===== config.mk =====
export PLATFORM = sky130hd
export DESIGN_NAME = dcc_half_bit_packet_decoder
export DESIGN_NICKNAME = d
export VERILOG_FILES = /design/src/sv/dcchb_pkg.sv /design/src/sv/dcchb_classify.sv /design/src/sv/dcchb_queue.sv /design/src/sv/dcchb_parse.sv /design/src/sv/dcc_half_bit_packet_decoder.sv
export SDC_FILE = /design/constraint.sdc
export NUM_CORES = 1
export LEC_CHECK = 0
export ABC_AREA = 1
export BUFFER_PORTS_ARGS = -buffer_cell sky130_fd_sc_hd__buf_2
export CORE_MARGIN = 2
export CORE_UTILIZATION = 62
export CTS_CLUSTER_DIAMETER = 100
export DETAILED_ROUTE_END_ITERATION = 12
export PLACE_DENSITY = 0.89
export SYNTH_ARGS = -nofsm -noshare
export SYNTH_HDL_FRONTEND = slang
export SYNTH_SLANG_ARGS = --single-unit

===== constraint.sdc =====
create_clock -name clk -period 4.91 [get_ports clk]
set_input_delay 0.491 -clock clk [delete_from_list [all_inputs] [get_ports clk]]
set_output_delay 0.491 -clock clk [all_outputs]
set_load 0.01 [all_outputs]

===== src/sv/dcchb_pkg.sv =====
// Shared types and constants for the DCC half-bit packet decoder.
// No dependencies.
package dcchb_pkg;

  localparam int CFG_TICK_W  = 15;
  localparam int CFG_DELTA_W = 8;
  localparam int CFG_PRE_W   = 6;
  localparam int CFG_IDX_W   = 3;
  localparam int CFG_DATA_W  = 15;

  typedef enum logic [CFG_IDX_W-1:0] {
    REG_ZERO_MIN  = 3'd0,
    REG_ONE_MIN   = 3'd1,
    REG_ONE_MAX   = 3'd2,
    REG_DELTA_MAX = 3'd3,
    REG_PRE_MIN   = 3'd4
  } reg_idx_t;

  typedef enum logic [2:0] {
    EV_PROGRESS = 3'd0,
    EV_BADLEN   = 3'd1,
    EV_MISMATCH = 3'd2,
    EV_DELTA    = 3'd3,
    EV_DATA     = 3'd4,
    EV_SEP      = 3'd5,
    EV_CHECKERR = 3'd6,
    EV_OK       = 3'd7
  } event_t;

  typedef struct packed {
    logic [CFG_TICK_W-1:0]  zero_min;
    logic [CFG_TICK_W-1:0]  one_min;
    logic [CFG_TICK_W-1:0]  one_max;
    logic [CFG_DELTA_W-1:0] delta_max;
    logic [CFG_PRE_W-1:0]   pre_min;
  } cfg_t;

  typedef struct packed {
    logic bad;
    logic one;
  } half_class_t;

  localparam int CLASS_W = $bits(half_class_t);

  localparam logic [CFG_TICK_W-1:0]  ZERO_MIN_RST  = 15'd180;
  localparam logic [CFG_TICK_W-1:0]  ONE_MIN_RST   = 15'd104;
  localparam logic [CFG_TICK_W-1:0]  ONE_MAX_RST   = 15'd128;
  localparam logic [CFG_DELTA_W-1:0] DELTA_MAX_RST = 8'd12;
  localparam logic [CFG_PRE_W-1:0]   PRE_MIN_RST   = 6'd20;

  localparam logic [CFG_PRE_W-1:0] PRE_COUNT_MAX = '1;
  localparam logic [7:0]           MSB_MASK      = 8'h80;

endpackage


===== src/sv/dcchb_classify.sv =====
// Front end: classes a half period as zero, one or bad length.
// Depends on dcchb_pkg.
module dcchb_classify import dcchb_pkg::*; #(
  parameter int TICK_WIDTH = 15
) (
  input  logic [TICK_WIDTH-1:0] len,
  input  cfg_t                  cfg,
  output half_class_t           cls
);

  localparam int CW = (TICK_WIDTH > CFG_TICK_W) ? TICK_WIDTH : CFG_TICK_W;

  logic [CW-1:0] len_x;
  logic          is_zero;
  logic          is_one;

  always_comb begin
    len_x   = CW'(len);
    is_zero = len_x >= CW'(cfg.zero_min);
    is_one  = (len_x >= CW'(cfg.one_min)) && (len_x <= CW'(cfg.one_max));
    cls.one = !is_zero && is_one;
    cls.bad = !is_zero && !is_one;
  end

endmodule


===== src/sv/dcchb_queue.sv =====
// Two-entry word queue between the classifier and the packet parser.
// Depends on nothing.
module dcchb_queue #(
  parameter int W = 8
) (
  input  logic         clk,
  input  logic         rst,
  input  logic         push,
  input  logic [W-1:0] push_data,
  output logic         full,
  input  logic         pop,
  output logic         empty,
  output logic [W-1:0] pop_data
);

  logic [W-1:0] slots [2];
  logic         wr_ptr;
  logic         rd_ptr;
  logic [1:0]   count;

  assign full     = count == 2'd2;
  assign empty    = count == 2'd0;
  assign pop_data = slots[rd_ptr];

  always_ff @(posedge clk) begin
    if (push) begin
      slots[wr_ptr] <= push_data;
    end
    if (rst) begin
      wr_ptr <= 1'b0;
      rd_ptr <= 1'b0;
      count  <= 2'd0;
    end else begin
      if (push) begin
        wr_ptr <= !wr_ptr;
      end
      if (pop) begin
        rd_ptr <= !rd_ptr;
      end
      unique case ({push, pop})
        2'b10:   count <= count + 2'd1;
        2'b01:   count <= count - 2'd1;
        default: count <= count;
      endcase
    end
  end

endmodule


===== src/sv/dcchb_parse.sv =====
// Back end: preamble hunt, bit pairing, byte assembly and check, with output register.
// Depends on dcchb_pkg.
module dcchb_parse import dcchb_pkg::*; #(
  parameter int TICK_WIDTH = 15
) (
  input  logic                  clk,
  input  logic                  rst,
  input  cfg_t                  cfg,
  input  logic                  word_avail,
  input  logic [TICK_WIDTH-1:0] word_len,
  input  half_class_t           word_cls,
  output logic                  word_take,
  output logic                  out_valid,
  input  logic                  out_ready,
  output logic [2:0]            event_code,
  output logic                  bit_value,
  output logic [7:0]            data_byte,
  output logic                  packet_good
);

  localparam int DW = (TICK_WIDTH > CFG_DELTA_W) ? TICK_WIDTH : CFG_DELTA_W;

  typedef enum logic [1:0] {
    SEEK   = 2'd0,
    START  = 2'd1,
    FIRST  = 2'd2,
    SECOND = 2'd3
  } phase_t;

  phase_t                phase, phase_next;
  logic [CFG_PRE_W-1:0]  pre_count, pre_count_next;
  logic                  first_bit, first_bit_next;
  logic [TICK_WIDTH-1:0] first_len, first_len_next;
  logic [7:0]            bit_mask, bit_mask_next;
  logic [7:0]            asm_byte, asm_byte_next;
  logic [7:0]            check, check_next;
  event_t                ev;
  logic                  good;
  logic [TICK_WIDTH-1:0] diff;
  logic                  b;

  assign word_take = word_avail && (!out_valid || out_ready);

  always_comb begin
    phase_next     = phase;
    pre_count_next = pre_count;
    first_bit_next = first_bit;
    first_len_next = first_len;
    bit_mask_next  = bit_mask;
    asm_byte_next  = asm_byte;
    check_next     = check;
    ev             = EV_PROGRESS;
    good           = 1'b0;
    b              = word_cls.one;
    diff           = (word_len > first_len) ? word_len - first_len : first_len - word_len;
    if (word_cls.bad) begin
      phase_next     = SEEK;
      pre_count_next = '0;
      ev             = EV_BADLEN;
    end else begin
      unique case (phase)
        SEEK: begin
          if (b) begin
            if (pre_count != PRE_COUNT_MAX) begin
              pre_count_next = pre_count + 1'b1;
            end
          end else if (pre_count >= cfg.pre_min) begin
            phase_next = START;
          end else begin
            pre_count_next = '0;
          end
        end
        START: begin
          if (b) begin
            phase_next     = SEEK;
            pre_count_next = '0;
            ev             = EV_MISMATCH;
          end else begin
            bit_mask_next = MSB_MASK;
            check_next    = '0;
            phase_next    = FIRST;
          end
        end
        FIRST: begin
          first_bit_next = b;
          first_len_next = word_len;
          phase_next     = SECOND;
        end
        SECOND: begin
          priority if (first_bit != b) begin
            phase_next     = SEEK;
            pre_count_next = '0;
            ev             = EV_MISMATCH;
          end else if (b && (DW'(diff) > DW'(cfg.delta_max))) begin
            phase_next     = SEEK;
            pre_count_next = '0;
            ev             = EV_DELTA;
          end else if (bit_mask != 8'd0) begin
            asm_byte_next = b ? (asm_byte | bit_mask) : (asm_byte & ~bit_mask);
            bit_mask_next = bit_mask >> 1;
            phase_next    = FIRST;
            ev            = EV_DATA;
          end else if (!b) begin
            check_next    = check ^ asm_byte;
            bit_mask_next = MSB_MASK;
            phase_next    = FIRST;
            ev            = EV_SEP;
          end else if (asm_byte != check) begin
            phase_next     = SEEK;
            pre_count_next = '0;
            ev             = EV_CHECKERR;
          end else begin
            phase_next     = SEEK;
            pre_count_next = '0;
            ev             = EV_OK;
            good           = 1'b1;
          end
        end
        default: phase_next = SEEK;
      endcase
    end
  end

  always_ff @(posedge clk) begin
    if (rst) begin
      phase       <= SEEK;
      pre_count   <= '0;
      first_bit   <= 1'b0;
      first_len   <= '0;
      bit_mask    <= '0;
      asm_byte    <= '0;
      check       <= '0;
      out_valid   <= 1'b0;
      event_code  <= EV_PROGRESS;
      bit_value   <= 1'b0;
      data_byte   <= '0;
      packet_good <= 1'b0;
    end else begin
      if (word_take) begin
        phase       <= phase_next;
        pre_count   <= pre_count_next;
        first_bit   <= first_bit_next;
        first_len   <= first_len_next;
        bit_mask    <= bit_mask_next;
        asm_byte    <= asm_byte_next;
        check       <= check_next;
        out_valid   <= 1'b1;
        event_code  <= ev;
        bit_value   <= b;
        data_byte   <= asm_byte_next;
        packet_good <= good;
      end else if (out_ready) begin
        out_valid <= 1'b0;
      end
    end
  end

endmodule


===== src/sv/dcc_half_bit_packet_decoder.sv =====
// DCC half-bit packet decoder, top level: config registers, classifier, queue, parser.
// A word is classified and written into the queue when accepted, then parsed from the queue
// into the output register. The parser takes one word per cycle unless the output register
// holds a result and out_ready is low.
// Reset (rst, synchronous, active high): config to defaults, parser to preamble hunt,
// queue and output register empty.
// Depends on dcchb_pkg, dcchb_classify, dcchb_queue, dcchb_parse.
module dcc_half_bit_packet_decoder import dcchb_pkg::*; #(
  parameter int TICK_WIDTH = 15
) (
  input  logic                  clk,
  input  logic                  rst,
  input  logic                  cfg_wr_en,
  input  logic [CFG_IDX_W-1:0]  cfg_index,
  input  logic [CFG_DATA_W-1:0] cfg_wdata,
  input  logic                  in_valid,
  output logic                  in_ready,
  input  logic [TICK_WIDTH-1:0] half_period_ticks,
  output logic                  out_valid,
  input  logic                  out_ready,
  output logic [2:0]            event_code,
  output logic                  bit_value,
  output logic [7:0]            data_byte,
  output logic                  packet_good
);

  localparam int QW = TICK_WIDTH + CLASS_W;

  cfg_t                  cfg;
  half_class_t           in_cls;
  half_class_t           q_cls;
  logic [TICK_WIDTH-1:0] q_len;
  logic [QW-1:0]         q_data;
  logic                  q_full;
  logic                  q_empty;
  logic                  q_pop;
  logic                  push;

  always_ff @(posedge clk) begin
    if (rst) begin
      cfg.zero_min  <= ZERO_MIN_RST;
      cfg.one_min   <= ONE_MIN_RST;
      cfg.one_max   <= ONE_MAX_RST;
      cfg.delta_max <= DELTA_MAX_RST;
      cfg.pre_min   <= PRE_MIN_RST;
    end else if (cfg_wr_en) begin
      case (cfg_index)
        REG_ZERO_MIN:  cfg.zero_min  <= cfg_wdata;
        REG_ONE_MIN:   cfg.one_min   <= cfg_wdata;
        REG_ONE_MAX:   cfg.one_max   <= cfg_wdata;
        REG_DELTA_MAX: cfg.delta_max <= cfg_wdata[CFG_DELTA_W-1:0];
        REG_PRE_MIN:   cfg.pre_min   <= cfg_wdata[CFG_PRE_W-1:0];
        default: ;
      endcase
    end
  end

  assign in_ready = !q_full;
  assign push     = in_valid && in_ready;

  dcchb_classify #(.TICK_WIDTH(TICK_WIDTH)) u_classify (
    .len (half_period_ticks),
    .cfg (cfg),
    .cls (in_cls)
  );

  dcchb_queue #(.W(QW)) u_queue (
    .clk       (clk),
    .rst       (rst),
    .push      (push),
    .push_data ({half_period_ticks, in_cls}),
    .full      (q_full),
    .pop       (q_pop),
    .empty     (q_empty),
    .pop_data  (q_data)
  );

  assign q_len = q_data[QW-1:CLASS_W];
  assign q_cls = q_data[CLASS_W-1:0];

  dcchb_parse #(.TICK_WIDTH(TICK_WIDTH)) u_parse (
    .clk         (clk),
    .rst         (rst),
    .cfg         (cfg),
    .word_avail  (!q_empty),
    .word_len    (q_len),
    .word_cls    (q_cls),
    .word_take   (q_pop),
    .out_valid   (out_valid),
    .out_ready   (out_ready),
    .event_code  (event_code),
    .bit_value   (bit_value),
    .data_byte   (data_byte),
    .packet_good (packet_good)
  );

endmodule

==> flow_metrics.py, run 1 <==
metrics = {
    "floorplan": {
        "io_pins": 53,
        "initial_core_utilization_pct": 62.69,
        "fp.dieH_um": 127.3,
        "die_x_um": 127.3,
        "placementRows": 45,
        "fp.dieArea_um2": 16200,
        "core_region_area_um2": 15030,
    },
    "power_and_ir_drop": {
        "worst_ir_drop_vdd_v": 0.0004255,
        "pwr_density_cell_nw_per_um2": 473.0,
        "power.leakage_uw": 0.004852,
    },
    "global_routing": {
        "grt_max_degree": 60,
        "grt_antenna_before_repair": 0,
        "wire_length_of_the_first_global_routing_pass_mm": 39.25,
        "global_route.usage.total_pct": 29.92,
        "first_global_vias": 8340,
        "grt_overflow": 0,
    },
    "finish": {
        "count_of_antenna_diodes_in_the_layout": 0,
        "drive_above_1_share_pct": 9.485,
        "mostFrequentLayoutCell": "sky130_fd_sc_hd__nand2_1",
        "leading_cell_types_in_the_layout_fill_and_taps_excluded": "sky130_fd_sc_hd__nand2_1, sky130_fd_sc_hd__inv_1, sky130_fd_sc_hd__a21oi_1",
        "post-route-util_pct": 69.02,
        "finalNetCount": 1482,
        "areaGrowthSynthToFinish_pct": 10.10,
    },
    "timing": {
        "report.final.hold_viol_count": 0,
        "timing.fmax_mhz": 219.9,
        "relSlewSlack_pct": 18.58,
        "period_needed_ns": 4.548,
        "report.final.slew_viol_count": 0,
        "timing.hold.ws_ns": 0.2836,
        "max_slew.worst_pin.slew_ns": 1.212,
        "setup_viol_count_final": 0,
        "skew_ns": 0.007571,
        "min_period_over_period_pct": 92.62,
    },
    "drt": {
        "top_layer": "met4",
        "vias_per_cell": 5.694,
        "wl_met1_mm": 10.14,
        "detail_route.first_pass.iterations": 6,
        "antenna_violating_nets_post_route": 0,
        "wl_met2_mm": 11.29,
        "routedWlPerCell_um": 15.27,
        "drt_drc_violations_left": 0,
        "routed-via-count": 8815,
        "route.final.wire_length_mm": 23.64,
        "wl_met3_mm": 1.725,
        "drt_first_iter_violations": 828,
    },
    "cts": {
        "holdBufCountCts": 0,
        "cts_tree": "done",
        "cts_max_path_buffers": 2,
        "clk_latency_ns": 0.43,
        "clock_tree.root_cell": "sky130_fd_sc_hd__clkbuf_16",
        "clkSinkCount": 152,
        "clk_transition_reported_paths_ns": 0.06,
        "htree_num_levels": 4,
        "cts-buffers-inserted": 17,
    },
    "yosys": {
        "yosysWarningCount": 0,
        "syn_inst": 1307,
        "synth.net_count": 1441,
        "synth_sequential_area_ratio_pct": 35.90,
        "ys_types": 43,
        "synth.cell_area_um2": 9424,
        "post_synth.cell_area_avg_um2": 7.210,
        "postSynthRegisterBits": 152,
    },
    "flow_run": {
        "cap_viol_max_count": 0,
    },
    "placement": {
        "detailedPlacementHpwl_mm": 16.63,
        "routabilityCongestion": 0.9486,
        "placement.io_buffers": 52,
    },
    "worst_setup_path": {
        "ff2ff_path_depth": 29,
        "critical_path.endpoint": "u_parse.pre_count[1]",
        "worst_ep_required_time_ns": 5.23,
        "worst_path_most_repeated_cell": "sky130_fd_sc_hd__nand2_1",
        "worstSetupPathType": "flop to flop",
        "crit_path_start_kind": "flop",
        "critical_path.max_stage_delay_ns": 0.38,
        "cell_with_the_biggest_individual_delay_on_the_critical_path": "sky130_fd_sc_hd__dfxtp_1",
        "regToRegEndpoint": "u_parse.pre_count[1]",
        "timing.reg2reg.setup_slack_ns": 0.36,
        "crit_path_max_fanout": 17,
        "cp.arrival_ns": 4.87,
        "endpoint_kind": "flop",
    },
    "outcome": {
        "outcome": "completed",
    },
    "hold_path": {
        "hold_path.class": "input port to flop",
    },
}
## final cells by class
type                    count  area [um2]
multi-input cells         885        5005
well taps                 188       235.2
clock buffers              20       456.7
inverters                 231       869.6
repair buffers             61       327.8
flip-flops and latches    152        3383
fillers                  1134        4657
clock inverters            11       98.84
## where the power goes
group | switching [uW] | leakage [uW] | internal, uW
Sequential | 68.3 | 0.00128 | 1400
Clock | 523 | 0.000276 | 720
Combinational | 1450 | 0.00330 | 744
## worst max-delay path, delay by kind of cell, from the launching register on
family	cells	cell delay [ns]
AO/OA/AOI/OAI	6	0.90
XOR/XNOR	1	0.15
adder cells (fa/ha/maj)	2	0.69
buffers and inverters	5	0.34
flip-flops	1	0.38
AND/OR/NAND/NOR	15	1.97
## how the worst min path moves through the flow
stage                    startpoint                   to  slack [ns]  cells after the start
3_3_place_gp         u_queue.rd_ptr       u_queue.rd_ptr        0.44                      1
4_1_cts        half_period_ticks[0]  u_queue.slots[0][2]        0.27                      1
3_5_place_dp         u_queue.rd_ptr       u_queue.rd_ptr        0.45                      1
6_report       half_period_ticks[0]  u_queue.slots[1][2]        0.28                      1
2_1_floorplan        u_queue.rd_ptr                 flop        0.43                      1
5_1_grt        half_period_ticks[0]  u_queue.slots[0][2]        0.29                      1
## synthesized netlist by cell type, drive strengths merged
master   count  area share [%]
ha          94              12
nand4       25             1.7
a211oi       2            0.16
a311oi       1           0.093
o211ai      17             1.4
xnor2       12             1.1
o21ai      129             6.9
nor3        10            0.69
o21a         3            0.24
nand3       53             2.9
xor2         4            0.37
dfxtp      118              25
nand3b       1           0.080
nor4         2            0.13
fa           2            0.42
o21bai       2            0.16
or2         15             1.0
inv        231             9.2
clkbuf      30             1.2
a31oi        1           0.066
or3          8            0.53
o221ai       2            0.19
edfxtp      34              11
o31ai        4            0.32
nor2        89             3.6
o2111ai      2            0.19
buf          9            0.80
a21oi      131             7.0
a21o         1           0.080
a21boi       1           0.080
nand2      273              11
and2         1           0.066
## stage by stage
step / power, uW / cell area (um2) / setup TNS [ns] / worst slack, ns / instances
floorplan: 3112 / 9424 / 0 / 0.8348 / 1307
global placement: 3518 / 9791 / 0 / 0.5438 / 1516
detailed placement: 3594 / 9791 / 0 / 0.4198 / 1516
CTS: 4851 / 10350 / 0 / 0.2991 / 1547
global route: 5255 / 10380 / -0.0006755 / -0.0006755 / 1548
finish: 4908 / 10380 / 0 / 0.3625 / 1548
## flip-flops by register name, summed over array words and instances, names as in the netlist, named ones only
register,flops
cfg,59
u_queue.slots,34
u_parse.first_len,15
u_parse.bit_mask,8
u_parse.check,8
u_parse.pre_count,6
u_parse.event_code,3
u_parse.phase,2
u_queue.count,2
u_parse.bit_value,1
u_parse.first_bit,1
u_parse.out_valid,1
u_parse.packet_good,1
u_queue.rd_ptr,1
u_queue.wr_ptr,1
## routing by layer
layer / vias to the layer above / GRT usage [%]
met5: - / 0
met3: 44 / 4.858
met2: 347 / 50.30
met4: 0 / 10.67
li1: 4346 / -
met1: 4078 / 39.16
## what timing repair did
action	CTS	global route
resized for setup	0	7
buffers inserted	0	1
endpoints found under the setup margin	0	18
## kinds of logic after synthesis
kind of cell,Yosys count,share of synthesized area [%]
adder cells (fa/ha/maj),96,12.90
flip-flops,152,35.90
AND/OR/NAND/NOR,477,21.77
buffers and inverters,270,11.21
XOR/XNOR,16,1.487
AO/OA/AOI/OAI,296,16.73
No activity file was read; power rests on OpenSTA's default activity.
==> inputs of run 2 (changes only) <==
Settings changed: CORE_UTILIZATION 62 to 65, PLACE_DENSITY 0.89 to 0.92.
Clock period 4.91 ns to 5.4 ns, I/O delays scaled along.
==> flow_metrics.py, run 2 (same netlist as run 1, synthesis figures left out) <==
metrics = {
    "outcome": {
        "outcome": "completed",
    },
    "drt": {
        "antenna_violating_nets_post_route": 0,
        "detail_route.first_pass.iterations": 6,
        "route.final.wire_length_mm": 24.17,
        "drt_drc_violations_left": 0,
        "routed-via-count": 8955,
        "routedWlPerCell_um": 15.68,
        "drt_first_iter_violations": 773,
        "vias_per_cell": 5.807,
    },
    "cts": {
        "clk_transition_reported_paths_ns": 0.06,
        "clk_latency_ns": 0.43,
        "clkSinkCount": 152,
        "cts_tree": "done",
        "clock_tree.root_cell": "sky130_fd_sc_hd__clkbuf_16",
        "cts-buffers-inserted": 17,
        "htree_num_levels": 4,
        "cts_max_path_buffers": 2,
        "holdBufCountCts": 0,
    },
    "timing": {
        "final.setup.tns_ns": 0,
        "relSlewSlack_pct": 14.55,
        "min_period_over_period_pct": 89.88,
        "timing.hold.ws_ns": 0.3279,
        "report.final.hold_viol_count": 0,
        "period_needed_ns": 4.853,
        "setup_viol_count_final": 0,
        "max_slew.worst_pin.slew_ns": 1.272,
        "skew_ns": 0.007168,
        "timing.fmax_mhz": 206.0,
        "report.final.slew_viol_count": 0,
        "rsz0062_at_grt": "false",
    },
    "floorplan": {
        "die_x_um": 124.4,
        "placementRows": 44,
        "fp.dieArea_um2": 15480,
        "core_region_area_um2": 14370,
        "fp.dieH_um": 124.4,
        "initial_core_utilization_pct": 65.59,
        "io_pins": 53,
    },
    "power_and_ir_drop": {
        "total_power_uw": 4463,
        "pwr_density_cell_nw_per_um2": 431.1,
        "power.leakage_uw": 0.004842,
        "worst_ir_drop_vdd_v": 0.0004087,
    },
    "hold_path": {
        "hold_path.class": "input port to flop",
        "hold_sp": "half_period_ticks[0]",
    },
    "finish": {
        "mostFrequentLayoutCell": "sky130_fd_sc_hd__nand2_1",
        "leading_cell_types_in_the_layout_fill_and_taps_excluded": "sky130_fd_sc_hd__nand2_1, sky130_fd_sc_hd__inv_1, sky130_fd_sc_hd__a21oi_1",
        "count_of_antenna_diodes_in_the_layout": 0,
        "areaGrowthSynthToFinish_pct": 9.838,
        "drive_above_1_share_pct": 9.131,
        "largest-register": "cfg",
        "layout.filler_cells": 993,
        "largest_reg_flops": 59,
        "finalNetCount": 1479,
        "reg.largest.list": "cfg (59), u_queue.slots (34), u_parse.first_len (15)",
    },
    "global_routing": {
        "grt_overflow": 0,
        "grt_antenna_before_repair": 0,
        "first_global_vias": 8356,
        "grt_max_degree": 52,
        "wire_length_of_the_first_global_routing_pass_mm": 39.74,
        "global_route.usage.total_pct": 31.10,
    },
    "flow_run": {
        "cap_viol_max_count": 0,
    },
    "placement": {
        "placement.io_buffers": 52,
        "detailedPlacementHpwl_mm": 16.73,
        "routabilityCongestion": 1.017,
    },
    "worst_setup_path": {
        "worstSetupPathType": "flop to flop",
        "cell_with_the_biggest_individual_delay_on_the_critical_path": "sky130_fd_sc_hd__dfxtp_1",
        "worst_path_most_repeated_cell": "sky130_fd_sc_hd__nand2_1",
        "cp.arrival_ns": 5.17,
        "crit_path_max_fanout": 17,
        "critical_path.max_stage_delay_ns": 0.39,
        "endpoint_kind": "flop",
        "timing.reg2reg.setup_slack_ns": 0.55,
        "crit_path_start_kind": "flop",
        "path_buf_inv": 4,
        "worst_ep_required_time_ns": 5.71,
        "kind_of_cell_with_the_highest_combined_delay_on_the_critical_path": "simple AND/OR/NAND/NOR gates",
    },
}
## run 2: repair_timing
item | 4_1_cts | 5_1_grt
buffers inserted | 0 | 0
resized for setup | 0 | 1
endpoints found under the setup margin | 0 | 5
## run 2: worst paths after layout
check	endpoint	cells past startpoint
setup / recovery	u_parse.pre_count[0]	30
hold / removal	u_queue.slots[1][2]	1
setup reg to reg	u_parse.pre_count[0]	30
hold reg to reg	flop	1
## run 2: power breakdown
part	internal [uW]	switching [uW]
Combinational	652	1310
Clock	686	473
Sequential	1270	64.6
Total	2610	1850
## run 2: per-stage QoR
| stage | setup WS, ns | area, um2 | cells | utilization (%) |
|---|---|---|---|---|
| after floorplan | 1.325 | 9424 | 1307 | - |
| after global placement | 0.7916 | 9771 | 1510 | 68.00 |
| after detailed placement | 0.5024 | 9771 | 1510 | 68.00 |
| after CTS | 0.4026 | 10350 | 1542 | 72.01 |
| after global routing | 0.1414 | 10350 | 1542 | 72.04 |
| final | 0.5467 | 10350 | 1542 | 72.04 |
## run 2: layout make-up
class | instances | area [um2] | area share, %
sequential | 152 | 3383 | 32.68
clock inverter | 9 | 88.84 | 0.8582
multi-input combinational | 885 | 4989 | 48.19
clock buffer | 23 | 488.0 | 4.714
tap | 184 | 230.2 | 2.224
inverter | 231 | 867.1 | 8.377
timing repair buffer | 58 | 305.3 | 2.949
## run 2: layer usage
layer / global-route usage, % / part of all wire [%]
met1: 40.47 / 41
met3: 5.284 / 8.6
met4: 14.28 / 3.3
met2: 50.72 / 47
met5: 0 / 0
==> inputs of run 3 (changes only) <==
Settings changed: CORE_ASPECT_RATIO from default to 0.5.
==> flow_metrics.py, run 3 (same netlist as run 1, synthesis figures left out) <==
metrics = {
    "timing": {
        "max_slew.worst_pin.slew_ns": 1.172,
        "setup_viol_count_final": 0,
        "min_period_over_period_pct": 92.46,
        "report.final.hold_viol_count": 0,
        "layout_setup_ws_ns": 0.4074,
        "skew_ns": 0.01187,
        "timing.fmax_mhz": 200.3,
        "relSlewSlack_pct": 21.25,
        "timing.hold.ws_ns": 0.3364,
        "report.final.slew_viol_count": 0,
        "period_needed_ns": 4.993,
        "rsz0062_at_grt": "false",
        "final.setup.tns_ns": 0,
    },
    "worst_setup_path": {
        "crit_path_start_kind": "flop",
        "crit_cells": 31,
        "timing.reg2reg.setup_slack_ns": 0.41,
        "endpoint_kind": "flop",
        "cell_with_the_biggest_individual_delay_on_the_critical_path": "sky130_fd_sc_hd__dfxtp_1",
        "critical_path.max_stage_delay_ns": 0.34,
        "worst_path_most_repeated_cell": "sky130_fd_sc_hd__nand2_1",
        "critical_path.endpoint": "u_parse.pre_count[0]",
        "worstSetupPathType": "flop to flop",
        "ff2ff_path_depth": 31,
        "kind_of_cell_with_the_highest_combined_delay_on_the_critical_path": "simple AND/OR/NAND/NOR gates",
        "cp.arrival_ns": 5.32,
        "path_buf_inv": 6,
        "crit_path_max_fanout": 17,
        "worst_ep_required_time_ns": 5.73,
        "regToRegEndpoint": "u_parse.pre_count[0]",
    },
    "floorplan": {
        "fp.dieH_um": 89.15,
        "io_pins": 53,
        "fp.dieArea_um2": 15540,
        "core_region_area_um2": 14310,
        "placementRows": 31,
        "initial_core_utilization_pct": 65.84,
        "die_x_um": 174.3,
    },
    "cts": {
        "cts_max_path_buffers": 2,
        "clock_tree.root_cell": "sky130_fd_sc_hd__clkbuf_16",
        "clk_transition_reported_paths_ns": 0.06,
        "holdBufCountCts": 0,
        "htree_num_levels": 4,
        "cts_tree": "done",
        "cts-buffers-inserted": 17,
        "clk_latency_ns": 0.44,
        "post_cts.repair.setup_buffers": 0,
        "clkSinkCount": 152,
    },
    "drt": {
        "routed-via-count": 9289,
        "routedWlPerCell_um": 17.49,
        "route.final.wire_length_mm": 27.24,
        "antenna_violating_nets_post_route": 0,
        "detail_route.first_pass.iterations": 6,
        "drt_first_iter_violations": 893,
        "drt_drc_violations_left": 0,
        "vias_per_cell": 5.966,
    },
    "finish": {
        "count_of_antenna_diodes_in_the_layout": 0,
        "areaGrowthSynthToFinish_pct": 10.46,
        "drive_above_1_share_pct": 9.124,
        "largest-register": "cfg",
        "largest_reg_flops": 59,
        "finalNetCount": 1480,
        "post-route-util_pct": 72.73,
        "reg.largest.list": "cfg (59), u_queue.slots (34), u_parse.first_len (15)",
        "mostFrequentLayoutCell": "sky130_fd_sc_hd__nand2_1",
        "leading_cell_types_in_the_layout_fill_and_taps_excluded": "sky130_fd_sc_hd__nand2_1, sky130_fd_sc_hd__inv_1, sky130_fd_sc_hd__a21oi_1",
    },
    "global_routing": {
        "wire_length_of_the_first_global_routing_pass_mm": 43.08,
        "global_route.usage.total_pct": 35.24,
        "first_global_vias": 9114,
        "grt_overflow": 0,
        "grt_antenna_before_repair": 0,
        "grt_max_degree": 57,
    },
    "power_and_ir_drop": {
        "total_power_uw": 4645,
        "pwr_density_cell_nw_per_um2": 446.2,
        "worst_ir_drop_vdd_v": 0.0002709,
        "power.leakage_uw": 0.004864,
    },
    "placement": {
        "routabilityCongestion": 0.9743,
        "placement.io_buffers": 52,
        "detailedPlacementHpwl_mm": 18.17,
        "detailedPlace.worstSlack_ns": 0.5081,
    },
    "hold_path": {
        "hold_path.class": "input port to flop",
    },
    "flow_run": {
        "cap_viol_max_count": 0,
    },
    "outcome": {
        "outcome": "completed",
    },
}
-- run 3: how the worst min path moves through the flow --
stage	from	to	slack, ns	depth (start not counted)
floorplan	u_queue.rd_ptr	flop	0.43	1
global placement	u_queue.rd_ptr	u_queue.rd_ptr	0.44	1
detailed placement	u_queue.rd_ptr	u_queue.rd_ptr	0.45	1
CTS	half_period_ticks[0]	u_queue.slots[1][2]	0.33	1
global route	half_period_ticks[0]	u_queue.slots[0][2]	0.32	1
finish	half_period_ticks[0]	u_queue.slots[0][2]	0.34	1
-- run 3: worst reg2reg max path, delay by kind of cell, from the launching register on --
kind / cells / cell delay, ns
AOI/OAI and AO/OA: 6 / 1.11
xor gates and xnor gates: 1 / 0.18
adders and majority gates: 2 / 0.54
buffers and inverters: 6 / 0.60
DFF: 1 / 0.34
and+or+nand+nor: 16 / 2.13
-- run 3: final cells by class --
cell class	instances	area, um2
Multi-Input combinational cell	885	4989
Fill cell	1001	3902
Sequential cell	152	3383
Inverter	231	867.1
Clock buffer	23	500.5
Timing Repair Buffer	59	312.8
Tap cell	198	247.7
Clock inverter	9	110.1
-- run 3: power breakdown --
group          leakage (uW)  internal (uW)  total (uW)  switching, uW
combinational       0.00329            669        2070           1400
clock              0.000298            750        1240            489
sequential          0.00128           1270        1340           64.0
-- run 3: layer usage --
layer	vias up	global-route usage, %	part of all wire [%]
li1	4341	-	-
met1	4243	41.14	40
met2	550	61.58	46
met3	155	8.376	8.9
met4	0	19.86	4.8
met5	-	0	0
-- run 3: through the flow --
step,instances,cell area (um2)
5_1_grt,1557,10410
3_5_place_dp,1525,9796
4_1_cts,1557,10410
3_3_place_gp,1525,9796
6_report,1557,10410
2_1_floorplan,1307,9424
-- run 3: repair_timing --
action	CTS	global route
hold endpoints to repair	0	0
endpoints found under the setup margin	0	20
resized for setup	0	1
